--- config.mk ---
export PLATFORM = sky130hd
export DESIGN_NAME = dfcc_ctrl
export DESIGN_NICKNAME = d
export VERILOG_FILES = /design/src/hw/rtl/dfcc_pkg.sv /design/src/hw/rtl/dfcc_ctrl.sv
export SDC_FILE = /design/constraint.sdc
export NUM_CORES = 1
export LEC_CHECK = 0
export ABC_AREA = 1
export BUFFER_PORTS_ARGS = -buffer_cell sky130_fd_sc_hd__buf_2
export CORE_AREA = 2 2 39 41
export DETAILED_ROUTE_END_ITERATION = 7
export DIE_AREA = 0 0 41 43
export SLEW_MARGIN = 20
export SYNTH_ARGS = -nofsm -noshare
export SYNTH_HDL_FRONTEND = slang
export SYNTH_SLANG_ARGS = --single-unit
--- constraint.sdc ---
create_clock -name clk -period 1.45 [get_ports clk]
set_input_delay 0.145 -clock clk [delete_from_list [all_inputs] [get_ports clk]]
set_output_delay 0.145 -clock clk [all_outputs]
set_load 0.03 [all_outputs]
--- src/hw/rtl/dfcc_pkg.sv ---
// dfcc_pkg: shared constants, types and helper functions for the disk
// footprint collision check. No dependencies.
package dfcc_pkg;

    localparam int MAP_WIDTH_MAX  = 256;
    localparam int MAP_HEIGHT_MAX = 256;
    localparam int RADIUS_MAX     = 15;

    localparam logic [7:0] OBSTACLE_BELOW = 8'd127;

    localparam int CELL_W  = 11;
    localparam int COORD_W = CELL_W + 1;
    localparam int DIM_W   = 9;
    localparam int RAD_W   = 4;
    localparam int PIX_W   = 8;
    localparam int OFS_W   = RAD_W + 1;
    localparam int SQ_W    = 2 * OFS_W + 1;
    localparam int COL_W   = $clog2(MAP_WIDTH_MAX);
    localparam int ROW_W   = $clog2(MAP_HEIGHT_MAX);
    localparam int MAP_DEPTH = MAP_WIDTH_MAX * MAP_HEIGHT_MAX;
    localparam int ADDR_W  = $clog2(MAP_DEPTH);

    localparam int PADDR_W = 4;
    localparam int PDATA_W = 32;

    typedef enum logic [0:0] {
        CMD_WRITE = 1'b0,
        CMD_QUERY = 1'b1
    } cmd_t;

    typedef enum logic [1:0] {
        REG_MAP_WIDTH    = 2'd0,
        REG_MAP_HEIGHT   = 2'd1,
        REG_RADIUS_CELLS = 2'd2
    } reg_idx_t;

    typedef struct packed {
        logic load;
        logic step;
        logic write;
    } dp_cmd_t;

    typedef struct packed {
        logic obstacle;
        logic last;
    } dp_stat_t;

    function automatic logic [DIM_W-1:0] sat_dim(input logic [DIM_W-1:0] v, input int lim);
        logic [DIM_W-1:0] r;
        r = v;
        if (int'(v) > lim)
            r = DIM_W'(lim);
        return r;
    endfunction

    function automatic logic in_map(input logic signed [COORD_W-1:0] v,
                                    input logic [DIM_W-1:0] lim);
        return !v[COORD_W-1] && (v[COORD_W-2:0] < {{(COORD_W-1-DIM_W){1'b0}}, lim});
    endfunction

    function automatic logic [ADDR_W-1:0] cell_addr(input logic signed [COORD_W-1:0] x,
                                                    input logic signed [COORD_W-1:0] y);
        return ADDR_W'(ADDR_W'(y[ROW_W-1:0]) * MAP_WIDTH_MAX + ADDR_W'(x[COL_W-1:0]));
    endfunction

endpackage

--- src/hw/rtl/dfcc_ctrl.sv ---
// dfcc_ctrl: request handshake, scan sequencing and result register.
// Depends on dfcc_pkg.
module dfcc_ctrl import dfcc_pkg::*; (
    input  logic     clk,
    input  logic     rst_n,
    input  logic     in_valid,
    output logic     in_ready,
    input  logic     cmd,
    output logic     out_valid,
    input  logic     out_ready,
    output logic     free,
    output dp_cmd_t  dp_cmd,
    input  dp_stat_t dp_stat
);

    typedef enum logic [3:0] {
        ST_IDLE   = 4'b0001,
        ST_SCAN   = 4'b0010,
        ST_DRAIN  = 4'b0100,
        ST_RESULT = 4'b1000
    } state_t;

    state_t state_reg, state_next;
    logic   result_reg, result_next;
    logic   out_valid_reg, out_valid_next;
    logic   free_reg, free_next;
    logic   accept;

    assign in_ready  = (state_reg == ST_IDLE);
    assign accept    = in_valid && in_ready;
    assign out_valid = out_valid_reg;
    assign free      = free_reg;

    always_comb
    begin
        state_next     = state_reg;
        result_next    = result_reg;
        out_valid_next = out_valid_reg && !out_ready;
        free_next      = free_reg;
        dp_cmd         = '0;
        unique case (state_reg)
            ST_IDLE:
            begin
                dp_cmd.write = accept && (cmd == CMD_WRITE);
                dp_cmd.load  = accept && (cmd == CMD_QUERY);
                if (dp_cmd.load)
                    state_next = ST_SCAN;
            end
            ST_SCAN:
            begin
                dp_cmd.step = 1'b1;
                if (dp_stat.obstacle)
                begin
                    result_next = 1'b0;
                    state_next  = ST_RESULT;
                end
                else if (dp_stat.last)
                    state_next = ST_DRAIN;
            end
            ST_DRAIN:
            begin
                result_next = !dp_stat.obstacle;
                state_next  = ST_RESULT;
            end
            ST_RESULT:
            begin
                if (!out_valid_reg || out_ready)
                begin
                    out_valid_next = 1'b1;
                    free_next      = result_reg;
                    state_next     = ST_IDLE;
                end
            end
            default:
                state_next = ST_IDLE;
        endcase
    end

    always_ff @(posedge clk or negedge rst_n)
    begin
        if (!rst_n)
        begin
            state_reg     <= ST_IDLE;
            out_valid_reg <= 1'b0;
        end
        else
        begin
            state_reg     <= state_next;
            out_valid_reg <= out_valid_next;
        end
    end

    always_ff @(posedge clk)
    begin
        result_reg <= result_next;
        free_reg   <= free_next;
    end

endmodule

==> results of run 1 <==
## worst max-delay path by stage
stage                            to  slack, ps         start  depth (start not counted)
after global routing      dp_cmd[2]        -30  state_reg[0]                          5
after global placement    dp_cmd[2]        230  state_reg[0]                          5
final                     dp_cmd[2]         20  state_reg[0]                          5
after floorplan           dp_cmd[2]        100  state_reg[0]                          4
after detailed placement  dp_cmd[2]        210  state_reg[0]                          5
after CTS                 dp_cmd[2]          2  state_reg[0]                          5
## cell usage after synthesis (all sizes together)
| cell | n | area share |
|---|---|---|
| nand2 | 8 | 0.087 |
| o21ai | 4 | 0.074 |
| dfrtp | 4 | 0.27 |
| inv | 10 | 0.10 |
| edfxtp | 2 | 0.16 |
| nor2 | 10 | 0.12 |
| nand3 | 7 | 0.11 |
| nor3 | 1 | 0.013 |
| dfstp | 1 | 0.070 |
## cell type report
cell class                 count  share of cell area
tap                           16              0.0376
timing repair buffer          15               0.181
clock buffer                   4              0.0494
sequential                     7               0.351
inverter                      10              0.0706
multi-input combinational     30               0.311
## kinds of logic (layout without fill, tap and decap cells)
logic type | after synthesis | in the layout
and+or+nand+nor | 26 | 26
buffers and inverters | 10 | 29
DFF | 7 | 7
AOI/OAI and AO/OA | 4 | 4
## power by group through the flow
stage	clock [mW]	sequential (mW)	combinational [mW]
floorplan	0	0.268	0.216
global placement	0	0.265	0.283
detailed placement	0	0.266	0.285
finish	0.176	0.261	0.333
global route	0.194	0.266	0.363
CTS	0.183	0.263	0.297
## metal layers
| layer | part of all wire | wire, um | GRT usage | up-vias |
|---|---|---|---|---|
| met1 | 0.45 | 351 | 0.126 | 168 |
| met2 | 0.51 | 396 | 0.172 | 8 |
| met4 | 0 | 0 | 0.0800 | 0 |
| li1 | - | - | - | 185 |
| met3 | 0.041 | 32 | 0.0157 | 0 |
| met5 | 0 | 0 | 0 | - |
## what timing repair did
action / 4_1_cts / 5_1_grt
hold buffers: 1 / 0
endpoints found under the hold margin: 5 / 0
endpoints found under the setup margin: 2 / 2
gates resized for setup: 3 / 5
buffers inserted: 0 / 2
pin swaps: 2 / 1
==> flow_summary.toml, run 1 <==
[synth]
synthXorXnorAreaFrac = 0
avgSynthCellArea_um2 = 7.96
syn_area_um2 = 374
yosys.area_share.simple = 0.328
syn_nets = 54
ys_ff_latch = 7
synth_warnings = 0
synth-compound-area-share = 0.0736
synth_top_family_by_area = "simple AND/OR/NAND/NOR gates"
synth_fa_ha_area_frac = 0
synth_seq_area_share = 0.498
synth_cells = 47
synthMuxAreaShare = 0
yosysUniqueCellTypes = 14

[finish]
syn2layout_area_growth_pct = 42.1
drive_gt1_frac = 0.439
antennaDiodeCount = 0
utilization = 0.384
largest_register_ffs = 4
fill_cells = 148
final_cell_area_um2 = 532
multi_input_area_um2 = 165
post_layout_nonfiller_instances = 82
layout_common_cells = "buf_2, inv_1, nand2_1, nor2_1, nand3_1"
layout_commonest_cell = "buf_2"
nets = 74
regArea_um2 = 186

[clock_network]
clock_latency_ps = 250
cts_tree = "done"
cts.sinks = 7
h-tree-depth = 1
cts_root_buf = "clkbuf_4"
clkSlewWorstSetupHoldPaths_ps = 50
cts_buffers = 3
clock_path_buffers = 2

[critical_path]
cp_slowest_cell = "dfstp_2"
crit_path_start_kind = "flip-flop"
critical_path_class = "flip-flop to primary output"
reg2reg_from = "state_reg[2]"
cp_data_arrival_time_ps = 1290
r2r_end = "result_reg"
worstPathRequired_ps = 1310
path_buf_inv = 2
path_max_fanout = 4
critical_path.top_delay_family = "flip-flops"
rrSetupSlack_ps = 280
cp_cell_sequence = "nand2_1 -> nor2_4 -> nand3_2 -> inv_2 -> buf_6"
r2r_cells = 4
slowest_delay_ps = 540
critPathCaptureType = "primary output"

[timing]
tightestPinTransition_ps = 227
setup_viol = 0
timing.setup.tns_ps = 0
slew_viol_final = 0
min_period_ps = 1430
maxClockFrequency_mhz = 699
slew_headroom = 0.848
fin_crit_sh = 0.987
setup_slack_ps = 19.2
rsz0062_at_grt = "true"
clock_skew_ps = 0.233
holdWs_ps = 97.4
hold_viol_final = 0

[global_route]
overflow = 0
grt_pass1_wl_mm = 1.30
grt_util_all_layers = 0.109
grt_pass1_vias = 344
grt_antenna_before_repair = 0
grt_max_degree = 6

[place]
place_inst = 75
io_buffers = 12
gp_congestion = 0.713
dp_hpwl_um = 606
placed_area_um2 = 464
dp_slack_ps = 214

[power_and_ir_drop]
p_total_uw = 771
vdd_drop_max_mv = 0.688
p_int_uw = 466
combPwrFrac = 0.433
leakage_nw = 0.290
switching_share = 0.395
pwr-share-clk = 0.229
powerDensity_nw_per_um2 = 1450
switchingPower_uw = 305
p_seq_frac = 0.339

[flow_run]
maxCapViolations = 0

[drt]
wirelength_um = 779
wire_per_inst_um = 9.50
dr_total_vias = 361
drt_iter0_markers = 15
drc_errors = 0
via_per_inst = 4.40
ant_nets = 0
dr.pass1.iters = 4

[floorplanning]
pin_count = 13
initial_core_util = 0.270
core_um2 = 1380
design.die.area_um2 = 1760
die_h_um = 43
rows = 14
dieWidth_um = 41

[min_path]
min_path_type = "input port to flip-flop"
min_from = "out_ready"
whs_path_depth = 2
hold_end = "out_valid"

[outcome]
run_status = "finished clean"
(Power assumes the default switching activity.)
==> run 2: changes to the inputs <==
ABC_AREA = default   (was 1)
==> flow_summary.toml, run 2 <==
[outcome]
run_status = "complete, but fails checks"
violations = "negative setup slack"

[power_and_ir_drop]
leakage_nw = 0.281
vdd_drop_max_mv = 0.371
powerDensity_nw_per_um2 = 904

[flow_run]
maxCapViolations = 0

[synth]
synth_common_cells = "dfrtp_1, nor3_1"
ys_ff_latch = 7
yosysMostFrequentCell = "dfrtp_1"
syn_nets = 37
synth_edf_count = 2
synth_seq_area_share = 0.542
synthArstFlopShare = 0.714
syn_area_um2 = 344
synth_cells = 30
synth_top_area_frac = 0.291
synth_warnings = 0
synthFlopType = "dfrtp_1"
avgSynthCellArea_um2 = 11.5
yosysUniqueCellTypes = 19
synth_area_leader_cell = "dfrtp_1"
synth_area_leaders = "dfrtp_1, edfxtp_1, dfstp_2"

[global_route]
grt_max_degree = 8
grt_util_all_layers = 0.117
grt_antenna_before_repair = 0
grt_pass1_wl_mm = 1.40
overflow = 0
grt_pass1_vias = 341

[drt]
ant_nets = 0
drt_iter0_markers = 1
dr_total_vias = 331
dr.pass1.iters = 2
wirelength_um = 763
via_per_inst = 4.80
wire_per_inst_um = 11.1
drc_errors = 0

[place]
dp_slack_ps = 74.2
io_buffers = 12
placed_area_um2 = 475
gp_congestion = 0.833
dp_hpwl_um = 569

[clock_network]
cts_buffers = 3
cts_tree = "done"
h-tree-depth = 1
clock_path_buffers = 2
clock_latency_ps = 250
cts_root_buf = "clkbuf_4"
cts.sinks = 7
clkSlewWorstSetupHoldPaths_ps = 50

[critical_path]
cp_num_cells = 5
path_max_fanout = 3
slowest_delay_ps = 390
r2r_end = "free"
cp_common_cell = "buf_6"
worstPathRequired_ps = 1310
cp_data_arrival_time_ps = 1430
cp_cell_sequence = "buf_6 -> nor4b_4 -> nand2_1 -> nor2_4 -> buf_6"
critical_path_class = "flip-flop to primary output"
critPathCaptureType = "primary output"
cp_slowest_cell = "dfrtp_1"
crit_path_start_kind = "flip-flop"
critical_path.top_delay_family = "simple AND/OR/NAND/NOR gates"
path_buf_inv = 2
r2r_cells = 3
rrSetupSlack_ps = -40
reg2reg_from = "state_reg[1]"

[timing]
slew_headroom = 0.769
tightestPinTransition_ps = 341
clock_skew_ps = 2.10
slew_viol_final = 0
hold_viol_final = 0
maxClockFrequency_mhz = 634
setup_slack_ps = -127
fin_crit_sh = 1.09
rsz0062_at_grt = "true"
setup_viol = 4
min_period_ps = 1580

[floorplanning]
core_um2 = 1380
design.die.area_um2 = 1760
die_h_um = 43
pin_count = 13
rows = 14
initial_core_util = 0.249
dieWidth_um = 41

[finish]
utilization = 0.418
layout_common_cells = "buf_2, buf_6, buf_4, dfrtp_1, clkbuf_4"
nets = 61
drive_gt1_frac = 0.585
fill_cells = 137
layout_commonest_cell = "buf_2"
largest_register_ffs = 4
antennaDiodeCount = 0
final_cell_area_um2 = 578
syn2layout_area_growth_pct = 68.0

[min_path]
whs_path_depth = 2
hold_end = "state_reg[2]"
min_path_type = "input port to flip-flop"
min_from = "dp_stat[0]"
## run 2: changes by cell type in the layout (fill, tap and decap cells not counted), sizes merged, moves of 4 or more
cell,previous run,this run
buf,14,18
nand3,7,0
o21ai,4,0
nor2,10,2
nand2,8,2
inv,10,0
## run 2: worst max path at each step
| stage | start | slack [ps] | endpoint |
|---|---|---|---|
| CTS | state_reg[1] | -120 | dp_cmd[0] |
| global route | state_reg[1] | -190 | dp_cmd[0] |
| global placement | state_reg[2] | 70 | result_reg |
| floorplan | state_reg[0] | -70 | dp_cmd[0] |
| finish | state_reg[1] | -130 | dp_cmd[0] |
| detailed placement | state_reg[1] | 70 | free |
## run 2: metrics by stage
stage / total power [mW] / cells / hold WS [ps] / setup TNS (ps)
2_1_floorplan: 0.276 / 30 / -151 / -135
3_5_place_dp: 0.310 / 61 / -28.5 / 0
5_1_grt: 0.549 / 69 / 181 / -526
3_3_place_gp: 0.309 / 61 / -28.6 / 0
4_1_cts: 0.523 / 69 / 153 / -275
6_report: 0.522 / 69 / 158 / -344
## run 2: metal layers
metal	vias up	track usage	part of all wire
li1	160	-	-
met1	154	0.134	0.40
met2	15	0.184	0.50
met3	2	0.0366	0.064
met4	0	0.0600	0.028
met5	-	0	0
## run 2: cell families after synthesis
family / count (synthesis) / share of synthesized area
flops: 7 / 0.542
simple gates: 20 / 0.389
compound gates: 3 / 0.0691
## run 2: cell type report
cell class,count,area [um^2],share of cell area
clock buffers,4,26.3,0.0455
flip-flops and latches,7,186,0.323
repair buffers,19,144,0.249
well taps,16,20.0,0.0346
multi-input cells,23,201,0.348
## run 2: power by group
part | switching, mW | internal (mW)
clock network | 0.0714 | 0.105
logic | 0.0616 | 0.0680
registers | 0.00517 | 0.211
total | 0.138 | 0.384
## run 2: what timing repair did
item | 4_1_cts | 5_1_grt
pin swaps | 3 | 2
buffers inserted | 3 | 1
hold buffers | 1 | 0
gates cloned | 0 | 0
resized for setup | 8 | 5
endpoints found under the setup margin | 3 | 6
hold endpoints to repair | 5 | 0
